`src/design/fwlt_pkg.sv`:
```
// ----------------------------------------------------------------------------
// fwlt_pkg: shared types, codes and helpers for the wear-level translator
// widths, command and result codes, register indexes and clamping helpers
// ----------------------------------------------------------------------------
package fwlt_pkg;

    localparam int ADDR_W  = 32;
    localparam int POS_W   = 16;
    localparam int SHIFT_W = 5;
    localparam int STRIDE_W = 9;
    localparam int MARK_W  = POS_W + STRIDE_W;
    localparam int CMD_W   = 2;
    localparam int OP_W    = 3;
    localparam int CFG_IDX_W = 3;
    localparam int CFG_DATA_W = 32;
    localparam int IN_DATA_W  = 80;
    localparam int OUT_DATA_W = 96;

    typedef logic [ADDR_W-1:0]  addr_t;
    typedef logic [POS_W-1:0]   pos_t;
    typedef logic [SHIFT_W-1:0] shift_t;
    typedef logic [OP_W-1:0]    op_t;
    typedef logic [CMD_W-1:0]   cmd_t;

    // input commands
    localparam cmd_t CMD_TRANSLATE = 2'd0;
    localparam cmd_t CMD_ERASE     = 2'd1;
    localparam cmd_t CMD_RESTORE   = 2'd2;

    // result operations
    localparam op_t OP_ACCESS     = 3'd0;
    localparam op_t OP_ERASE_PAGE = 3'd1;
    localparam op_t OP_COPY_PAGE  = 3'd2;
    localparam op_t OP_MARK_USED  = 3'd3;
    localparam op_t OP_SAVE_STATE = 3'd4;
    localparam op_t OP_ERASE_BLK  = 3'd5;
    localparam op_t OP_RANGE_ERR  = 3'd6;

    // configuration register indexes
    localparam logic [CFG_IDX_W-1:0] REG_BASE_ADDR    = 3'd0;
    localparam logic [CFG_IDX_W-1:0] REG_USABLE_PAGES = 3'd1;
    localparam logic [CFG_IDX_W-1:0] REG_PAGE_SHIFT   = 3'd2;
    localparam logic [CFG_IDX_W-1:0] REG_SECTOR_SHIFT = 3'd3;
    localparam logic [CFG_IDX_W-1:0] REG_MARK_STRIDE  = 3'd4;

    function automatic shift_t clamp_shift(input shift_t v, input shift_t lo,
                                           input shift_t hi);
        if (v < lo)
            return lo;
        else if (v > hi)
            return hi;
        else
            return v;
    endfunction

    function automatic pos_t eff_pages(input pos_t v);
        return (v < pos_t'(2)) ? pos_t'(2) : v;
    endfunction

    // virtual offset (below the usable size) to physical byte address
    function automatic addr_t translate(input addr_t voff, input pos_t rot,
                                        input pos_t pos, input shift_t ps,
                                        input addr_t usable, input addr_t base);
        addr_t rot_bytes;
        addr_t pos_bytes;
        addr_t page_bytes;
        addr_t r;
        rot_bytes  = addr_t'(rot) << ps;
        pos_bytes  = addr_t'(pos) << ps;
        page_bytes = addr_t'(1) << ps;
        if (voff >= rot_bytes)
            r = voff - rot_bytes;
        else
            r = voff + usable - rot_bytes;
        if (r >= pos_bytes)
            r = r + page_bytes;
        return base + r;
    endfunction

endpackage

```
`src/design/flash_wear_level_translator_core.sv`:
```
// ----------------------------------------------------------------------------
// flash_wear_level_translator_core: rotating dummy-page address translator
// maps virtual flash addresses to physical ones and expands sector erases
// into the dummy-page rotation sequence
// ----------------------------------------------------------------------------
// An accepted item is registered in the input register and its first
// result is presented on the master side from the result run register.
// Translations run at one item per cycle while the sink takes results and
// no remainder pass runs; an in-range sector erase gives a run of four or
// five results, one per cycle while the sink takes them, and the next item
// enters as the last one of the run leaves. The rotation uses the wrap
// count modulo the usable page count, kept in a register; a restore, or a
// write of usable_pages, recomputes it in a bit-serial remainder unit,
// during which at most one more item is taken in and held in the input
// register (configuration writes are taken as ever).
module flash_wear_level_translator_core
(
    input  logic                            clk,
    input  logic                            rst_n,
    // configuration write channel
    input  logic                            cfg_valid,
    output logic                            cfg_ready,
    input  logic [fwlt_pkg::CFG_IDX_W-1:0]  cfg_index,
    input  logic [fwlt_pkg::CFG_DATA_W-1:0] cfg_data,
    // input stream
    input  logic                            s_tvalid,
    output logic                            s_tready,
    input  logic [fwlt_pkg::IN_DATA_W-1:0]  s_tdata,  // vaddr, sector, restore_pos, restore_moves
    input  logic [fwlt_pkg::CMD_W-1:0]      s_tuser,  // cmd
    // result stream
    output logic                            m_tvalid,
    input  logic                            m_tready,
    output logic [fwlt_pkg::OUT_DATA_W-1:0] m_tdata,  // addr, copy_src, pos_out, moves_out
    output logic [fwlt_pkg::OP_W-1:0]       m_tuser,  // op
    output logic                            m_tlast   // last
);
    import fwlt_pkg::*;

    localparam int CNT_W = $clog2(POS_W + 1);

    // configuration registers
    addr_t                base_addr_reg;
    pos_t                 usable_pages_reg;
    shift_t               page_shift_reg;
    shift_t               sector_shift_reg;
    logic [STRIDE_W-1:0]  mark_stride_reg;

    // rotation state
    pos_t dummy_pos_reg;
    pos_t wrap_count_reg;
    pos_t wrap_mod_reg;

    // remainder unit
    logic             mod_busy_reg;
    logic [CNT_W-1:0] mod_cnt_reg;
    pos_t             mod_rem_reg;
    pos_t             mod_w_reg;

    // input register
    logic  s1_valid_reg;
    cmd_t  s1_cmd_reg;
    addr_t s1_vaddr_reg;
    pos_t  s1_sector_reg;
    pos_t  s1_rpos_reg;
    pos_t  s1_rmoves_reg;

    // result run register
    logic              run_valid_reg;
    logic              run_erase_reg;
    op_t               run_op_reg;
    logic [2:0]        run_idx_reg;
    addr_t             run_addr_reg;
    addr_t             run_dst_reg;
    addr_t             run_src_reg;
    logic [MARK_W-1:0] run_mark_reg;
    logic              run_save_reg;
    pos_t              run_pos_reg;
    pos_t              run_moves_reg;

    // derived configuration
    pos_t                pages;
    shift_t              ps;
    shift_t              ss;
    logic [STRIDE_W-1:0] stride;
    addr_t               usable_bytes;
    logic [POS_W:0]      slots;

    assign pages        = eff_pages(usable_pages_reg);
    assign ps           = clamp_shift(page_shift_reg, 5'd8, 5'd16);
    assign ss           = clamp_shift(sector_shift_reg, 5'd8, 5'd18);
    assign stride       = (mark_stride_reg == '0) ? STRIDE_W'(1) :
                          (mark_stride_reg > STRIDE_W'(256)) ? STRIDE_W'(256) :
                          mark_stride_reg;
    assign usable_bytes = addr_t'(pages) << ps;
    assign slots        = {1'b0, pages} + (POS_W+1)'(1);

    // ---------------- step logic ----------------
    logic [ADDR_W+POS_W+2:0] sec_wide;
    addr_t             va_erase;
    logic              in_range;
    logic [POS_W:0]    np_wide;
    logic              wraps;
    pos_t              nxt;
    pos_t              moves_inc;
    pos_t              moves_wrap;
    pos_t              pos_next;
    pos_t              moves_next;
    pos_t              rot_next;
    addr_t             dst;
    addr_t             src;
    logic [MARK_W-1:0] mark;
    addr_t             tr_voff;
    pos_t              tr_rot;
    pos_t              tr_pos;
    addr_t             tr_addr;
    pos_t              restore_p;
    logic              s1_has_result;
    logic              run_last;
    logic              run_free;
    logic              s1_adv;
    logic              is_erase;

    assign sec_wide  = (ADDR_W+POS_W+3)'(s1_sector_reg) << ss;
    assign va_erase  = sec_wide[ADDR_W-1:0];
    assign is_erase  = (s1_cmd_reg == CMD_ERASE);
    assign in_range  = is_erase ? (va_erase < usable_bytes)
                                : (s1_vaddr_reg < usable_bytes);

    assign np_wide    = {1'b0, dummy_pos_reg} + (POS_W+1)'(1);
    assign wraps      = (np_wide >= slots);
    assign nxt        = wraps ? '0 : np_wide[POS_W-1:0];
    assign moves_inc  = wrap_count_reg + pos_t'(1);
    assign moves_wrap = (moves_inc >= pages) ? '0 : moves_inc;
    assign pos_next   = nxt;
    assign moves_next = wraps ? moves_wrap : wrap_count_reg;
    assign rot_next   = wraps ? moves_wrap : wrap_mod_reg;

    assign dst  = base_addr_reg + (addr_t'(dummy_pos_reg) << ps);
    assign src  = base_addr_reg + (addr_t'(nxt) << ps);
    assign mark = {{STRIDE_W{1'b0}}, dummy_pos_reg} * {{POS_W{1'b0}}, stride};

    // erase translates with the state after the rotation step
    assign tr_voff = is_erase ? va_erase : s1_vaddr_reg;
    assign tr_rot  = is_erase ? rot_next : wrap_mod_reg;
    assign tr_pos  = is_erase ? pos_next : dummy_pos_reg;
    assign tr_addr = translate(tr_voff, tr_rot, tr_pos, ps, usable_bytes, base_addr_reg);

    assign restore_p = (s1_rpos_reg > pages) ? pages : s1_rpos_reg;

    assign s1_has_result = (s1_cmd_reg == CMD_TRANSLATE) || is_erase;
    assign run_free      = !run_valid_reg || (m_tready && run_last);
    assign s1_adv        = s1_valid_reg && !mod_busy_reg && (!s1_has_result || run_free);
    assign s_tready      = !s1_valid_reg || s1_adv;
    assign cfg_ready     = 1'b1;

    // ---------------- result beat selection ----------------
    op_t   beat_op;
    addr_t beat_addr;
    addr_t beat_src;

    always_comb
    begin
        beat_src = '0;
        if (!run_erase_reg)
        begin
            beat_op   = run_op_reg;
            beat_addr = run_addr_reg;
        end
        else
        begin
            case (run_idx_reg)
                3'd0:
                begin
                    beat_op   = OP_ERASE_PAGE;
                    beat_addr = run_dst_reg;
                end
                3'd1:
                begin
                    beat_op   = OP_COPY_PAGE;
                    beat_addr = run_dst_reg;
                    beat_src  = run_src_reg;
                end
                3'd2:
                begin
                    beat_op   = OP_MARK_USED;
                    beat_addr = addr_t'(run_mark_reg);
                end
                3'd3:
                begin
                    beat_op   = run_save_reg ? OP_SAVE_STATE : OP_ERASE_BLK;
                    beat_addr = run_save_reg ? '0 : run_addr_reg;
                end
                default:
                begin
                    beat_op   = OP_ERASE_BLK;
                    beat_addr = run_addr_reg;
                end
            endcase
        end
    end

    assign run_last = !run_erase_reg || (beat_op == OP_ERASE_BLK);
    assign m_tvalid = run_valid_reg;
    assign m_tuser  = beat_op;
    assign m_tlast  = run_last;
    assign m_tdata  = {run_moves_reg, run_pos_reg, beat_src, beat_addr};

    // ---------------- remainder unit ----------------
    logic [POS_W:0] rem_shift;
    logic           rem_ge;
    pos_t           rem_next;
    logic           mod_start_cfg;
    logic           restore_go;

    assign rem_shift = {mod_rem_reg, mod_w_reg[POS_W-1]};
    assign rem_ge    = (rem_shift >= {1'b0, pages});
    assign rem_next  = rem_ge ? POS_W'(rem_shift - {1'b0, pages}) : rem_shift[POS_W-1:0];

    assign mod_start_cfg = cfg_valid && cfg_ready && (cfg_index == REG_USABLE_PAGES);
    assign restore_go    = s1_adv && (s1_cmd_reg == CMD_RESTORE);

    // ---------------- registers ----------------
    always_ff @(posedge clk or negedge rst_n)
    begin
        if (!rst_n)
        begin
            base_addr_reg    <= '0;
            usable_pages_reg <= POS_W'(4047);
            page_shift_reg   <= SHIFT_W'(12);
            sector_shift_reg <= SHIFT_W'(16);
            mark_stride_reg  <= STRIDE_W'(16);
        end
        else if (cfg_valid && cfg_ready)
        begin
            case (cfg_index)
                REG_BASE_ADDR:    base_addr_reg    <= cfg_data[ADDR_W-1:0];
                REG_USABLE_PAGES: usable_pages_reg <= cfg_data[POS_W-1:0];
                REG_PAGE_SHIFT:   page_shift_reg   <= cfg_data[SHIFT_W-1:0];
                REG_SECTOR_SHIFT: sector_shift_reg <= cfg_data[SHIFT_W-1:0];
                REG_MARK_STRIDE:  mark_stride_reg  <= cfg_data[STRIDE_W-1:0];
                default:          ;
            endcase
        end
    end

    always_ff @(posedge clk or negedge rst_n)
    begin
        if (!rst_n)
        begin
            dummy_pos_reg  <= '0;
            wrap_count_reg <= '0;
            wrap_mod_reg   <= '0;
            mod_busy_reg   <= 1'b0;
            mod_cnt_reg    <= '0;
        end
        else
        begin
            if (s1_adv && is_erase && in_range)
            begin
                dummy_pos_reg  <= pos_next;
                wrap_count_reg <= moves_next;
                wrap_mod_reg   <= rot_next;
            end
            if (restore_go)
            begin
                dummy_pos_reg  <= restore_p;
                wrap_count_reg <= s1_rmoves_reg;
            end
            // restart the remainder on a restore or a write of usable_pages
            if (restore_go || mod_start_cfg)
            begin
                mod_busy_reg <= 1'b1;
                mod_cnt_reg  <= CNT_W'(POS_W);
            end
            else if (mod_busy_reg)
            begin
                mod_cnt_reg <= mod_cnt_reg - CNT_W'(1);
                if (mod_cnt_reg == CNT_W'(1))
                begin
                    mod_busy_reg <= 1'b0;
                    wrap_mod_reg <= rem_next;
                end
            end
        end
    end

    always_ff @(posedge clk)
    begin
        if (restore_go || mod_start_cfg)
        begin
            mod_rem_reg <= '0;
            mod_w_reg   <= restore_go ? s1_rmoves_reg : wrap_count_reg;
        end
        else if (mod_busy_reg)
        begin
            mod_rem_reg <= rem_next;
            mod_w_reg   <= {mod_w_reg[POS_W-2:0], 1'b0};
        end
    end

    always_ff @(posedge clk or negedge rst_n)
    begin
        if (!rst_n)
            s1_valid_reg <= 1'b0;
        else if (s_tready)
            s1_valid_reg <= s_tvalid;
    end

    always_ff @(posedge clk)
    begin
        if (s_tready && s_tvalid)
        begin
            s1_cmd_reg    <= s_tuser;
            s1_vaddr_reg  <= s_tdata[31:0];
            s1_sector_reg <= s_tdata[47:32];
            s1_rpos_reg   <= s_tdata[63:48];
            s1_rmoves_reg <= s_tdata[79:64];
        end
    end

    always_ff @(posedge clk or negedge rst_n)
    begin
        if (!rst_n)
        begin
            run_valid_reg <= 1'b0;
            run_idx_reg   <= '0;
        end
        else if (s1_adv && s1_has_result)
        begin
            run_valid_reg <= 1'b1;
            run_idx_reg   <= '0;
        end
        else if (run_valid_reg && m_tready)
        begin
            if (run_last)
                run_valid_reg <= 1'b0;
            else
                run_idx_reg <= run_idx_reg + 3'd1;
        end
    end

    always_ff @(posedge clk)
    begin
        if (s1_adv && s1_has_result)
        begin
            run_erase_reg <= is_erase && in_range;
            run_op_reg    <= !in_range ? OP_RANGE_ERR : OP_ACCESS;
            run_addr_reg  <= in_range ? tr_addr : tr_voff;
            run_dst_reg   <= dst;
            run_src_reg   <= src;
            run_mark_reg  <= mark;
            run_save_reg  <= wraps;
            run_pos_reg   <= (is_erase && in_range) ? pos_next : dummy_pos_reg;
            run_moves_reg <= (is_erase && in_range) ? moves_next : wrap_count_reg;
        end
    end

`ifndef ASSERT_OFF
    a_rot_below_pages: assert property (@(posedge clk) disable iff (!rst_n)
        !mod_busy_reg |-> (wrap_mod_reg < pages))
        else $error("rotation count not below usable page count");

    a_fifth_beat_after_save: assert property (@(posedge clk) disable iff (!rst_n)
        (run_valid_reg && run_idx_reg == 3'd4) |-> (run_erase_reg && run_save_reg))
        else $error("fifth erase beat without a state save");

    a_save_moves_reduced: assert property (@(posedge clk) disable iff (!rst_n)
        (m_tvalid && m_tuser == OP_SAVE_STATE) |-> (run_moves_reg < pages))
        else $error("wrap count after save not reduced");

    a_restore_starts_mod: assert property (@(posedge clk) disable iff (!rst_n)
        restore_go |=> mod_busy_reg)
        else $error("restore did not start remainder unit");
`endif

endmodule

```
`config.mk`:
```
export PLATFORM = sky130hd
export DESIGN_NAME = flash_wear_level_translator_core
export DESIGN_NICKNAME = d
export VERILOG_FILES = /design/src/design/fwlt_pkg.sv /design/src/design/flash_wear_level_translator_core.sv
export SDC_FILE = /design/constraint.sdc
export NUM_CORES = 2
export LEC_CHECK = 0
export BUFFER_PORTS_ARGS = -buffer_cell sky130_fd_sc_hd__buf_2
export CAP_MARGIN = 20
export CORE_UTILIZATION = 35
export DETAILED_ROUTE_END_ITERATION = 8
export RECOVER_POWER = 100
export SLEW_MARGIN = 10
export SYNTH_ARGS = -nofsm -noshare
export SYNTH_HDL_FRONTEND = slang
export SYNTH_SLANG_ARGS = --single-unit
```
`constraint.sdc`:
```
create_clock -name clk -period 21.9 [get_ports clk]
set_clock_uncertainty 0.2 [all_clocks]
set_input_delay 1.095 -clock clk [delete_from_list [all_inputs] [get_ports clk]]
set_output_delay 1.095 -clock clk [all_outputs]
set_load 0.005 [all_outputs]
```
==> impl_metrics.json <==
{
  "maxSlewViolCount": 769,
  "synth_area_leaders": "edfxtp_1, ha_1, dfrtp_1",
  "fin_nets": 5508,
  "multi_input_area_um2": 26600,
  "cts_max_level": 2,
  "critical_path_arrival_ns": 18.49,
  "highest-signal-layer": "met5",
  "synth_area_um2": 39600,
  "cts_setup_buffers": 0,
  "n_fill_cell": 11500,
  "syn_inst": 4650,
  "dp_hpwl_um": 115000,
  "yosys-top-cells-count": "nand2_1, ha_1, inv_1, nor2_1, a21oi_1",
  "hold_violations": 0,
  "register_area_um2": 11100,
  "cp_common_cell": "a21oi_1",
  "met3_length_um": 11000,
  "cts.sinks": 396,
  "finalSetupViolations": 0,
  "ant_nets": 0,
  "dp_cells": 6296,
  "avgSynthCellArea_um2": 8.52,
  "ys_seq_area_frac": 0.281,
  "num_vias": 35300,
  "hold_depth": 2,
  "clock_latency_ns": 0.68,
  "wirelength_um": 145000,
  "r2r_cells": 65,
  "die_h_um": 338,
  "grt_pass1_vias": 33300,
  "rr_startpoint": "dummy_pos_reg[0]",
  "rows": 123,
  "vias_per_cell": 5.52,
  "crit_path_end_kind": "register",
  "yosys.area.top_type": "edfxtp_1",
  "r2r_slack_ns": 3.54,
  "area_delta_synth_final_pct": 11.5,
  "grt.overflow.total": 0,
  "synth_seq_cells": 396,
  "status": "finished with violations",
  "grt.total_usage": 0.247,
  "min_period_over_period": 0.838,
  "cap_violations": 16,
  "worst_slew_pin_slew_ns": 4.26,
  "hp-class": "reg -> reg",
  "hold_path_end": "usable_pages_reg[0]",
  "max_slew_margin": -1.84,
  "synth.most_common_cell": "nand2_1",
  "worst-path-max-fanout": 56,
  "crit_start": "dummy_pos_reg[0]",
  "cts_buffer_depth": 3,
  "cts_hold_buf": 0,
  "fmax_mhz": 54.5,
  "path_clk_slew_ns": 0.07,
  "synth-edff-count": 254,
  "fin_cells": 6400,
  "synth_ff_type": "edfxtp_1",
  "slowest_stage": "clkbuf_1",
  "wirelength_met1_um": 61900,
  "firstDrtPassIters": 6,
  "routedWlPerCell_um": 22.6,
  "initial_core_util": 0.352,
  "async_reset_ff_frac": 0.318,
  "worst_ep_required_time_ns": 22.04,
  "chipWidth_um": 338,
  "min_from": "usable_pages_reg[0]",
  "rsz0062_at_grt": "no",
  "grt_pass1_wl_um": 215000,
  "violations": "max-capacitance violations, max-slew violations",
  "synth_top_area_share": 0.193,
  "drt_iter0_drc": 3396,
  "ctsResizeCount": 0,
  "wl_met2_um": 66100,
  "slowest_delay_ns": 1.80,
  "place_congestion": 1.01,
  "cts-root-buf": "clkbuf_16",
  "drc": 0,
  "yosysUniqueCellTypes": 100,
  "yosys_warnings": 0,
  "cts_made_buffers": 50,
  "io_pins": 225,
  "r2r_end": "run_addr_reg[30]",
  "fp.dieArea_um2": 114000,
  "crit_type": "reg -> reg",
  "core_area_um2": 112000,
  "setup_tns_ns": 0,
  "antenna_found_initial": 14,
  "drive_gt1_frac": 0.0887,
  "grt_max_degree": 82,
  "period_needed_ns": 18.36,
  "tritoncts": "done",
  "startpoint_type": "register",
  "io_buffers": 223
}
## worst max-delay path by stage
stage / to / slack [ns] / cells after the start
6_report: run_addr_reg[30] / 3.54 / 65
5_1_grt: run_addr_reg[30] / 1.83 / 65
4_1_cts: run_addr_reg[30] / 5.27 / 65
3_3_place_gp: run_addr_reg[30] / 5.82 / 64
3_5_place_dp: run_addr_reg[30] / 5.37 / 65
2_1_floorplan: run_addr_reg[30] / 8.17 / 71
## critical path: cells and delay by family (launching register included)
family                   cells  cell delay (ns)
AO/OA/AOI/OAI               37             8.08
XOR/XNOR                     2             0.56
adder cells (fa/ha/maj)      6             2.21
buffers and inverters        4             2.28
flip-flops                   1             0.92
multiplexers                 3             0.94
AND/OR/NAND/NOR             13             2.72
## layout by cell type (no fill, tap or decap), types with 128 or more instances in the layout
cell type and instances:
inv_1 375, nor2_1 372, a21oi_1 345, fa_1 135
ha_1 401, xnor2_1 155, o21ai_0 288, edfxtp_1 254
buf_2 162, nand2_1 624, mux2i_1 128
## area by class of cell
class | instances | share of cell area
multi-input cells | 3741 | 0.602
flip-flops and latches | 396 | 0.252
well taps | 1500 | 0.0425
inverters | 379 | 0.0322
repair buffers | 282 | 0.0317
clock buffers | 54 | 0.0291
clock inverters | 40 | 0.0102
diodes | 8 | 0.000454
## layer usage
layer,up-vias,track usage
met5,-,0
met4,10,0.0919
met3,269,0.0396
met2,1486,0.404
met1,16900,0.328
li1,16700,-
## metrics by stage
step | area, um^2 | worst slack, ns | hold slack (ns) | util
6_report | 44100 | 3.54 | 0.286 | 0.393
2_1_floorplan | 39900 | 8.17 | 0.238 | -
3_3_place_gp | 42500 | 5.82 | 0.263 | 0.379
3_5_place_dp | 42600 | 5.37 | 0.273 | 0.379
5_1_grt | 44100 | 1.83 | 0.300 | 0.393
4_1_cts | 44300 | 5.27 | 0.237 | 0.394
## cell families (layout without fill, tap and decap cells)
group / Yosys count / after routing / synth area share
xor gates and xnor gates: 221 / 221 / 0.0498
other: 2 / 102 / 0.000190
muxes: 216 / 216 / 0.0575
adders and majority gates: 538 / 538 / 0.196
DFF: 396 / 396 / 0.281
buffers and inverters: 605 / 755 / 0.0582
and+or+nand+nor: 1524 / 1524 / 0.175
AOI/OAI and AO/OA: 1148 / 1148 / 0.183
Power is left out: the tool's default activity adds up to more than one toggle a clock period on the data nets, which glitch-free logic cannot reach.
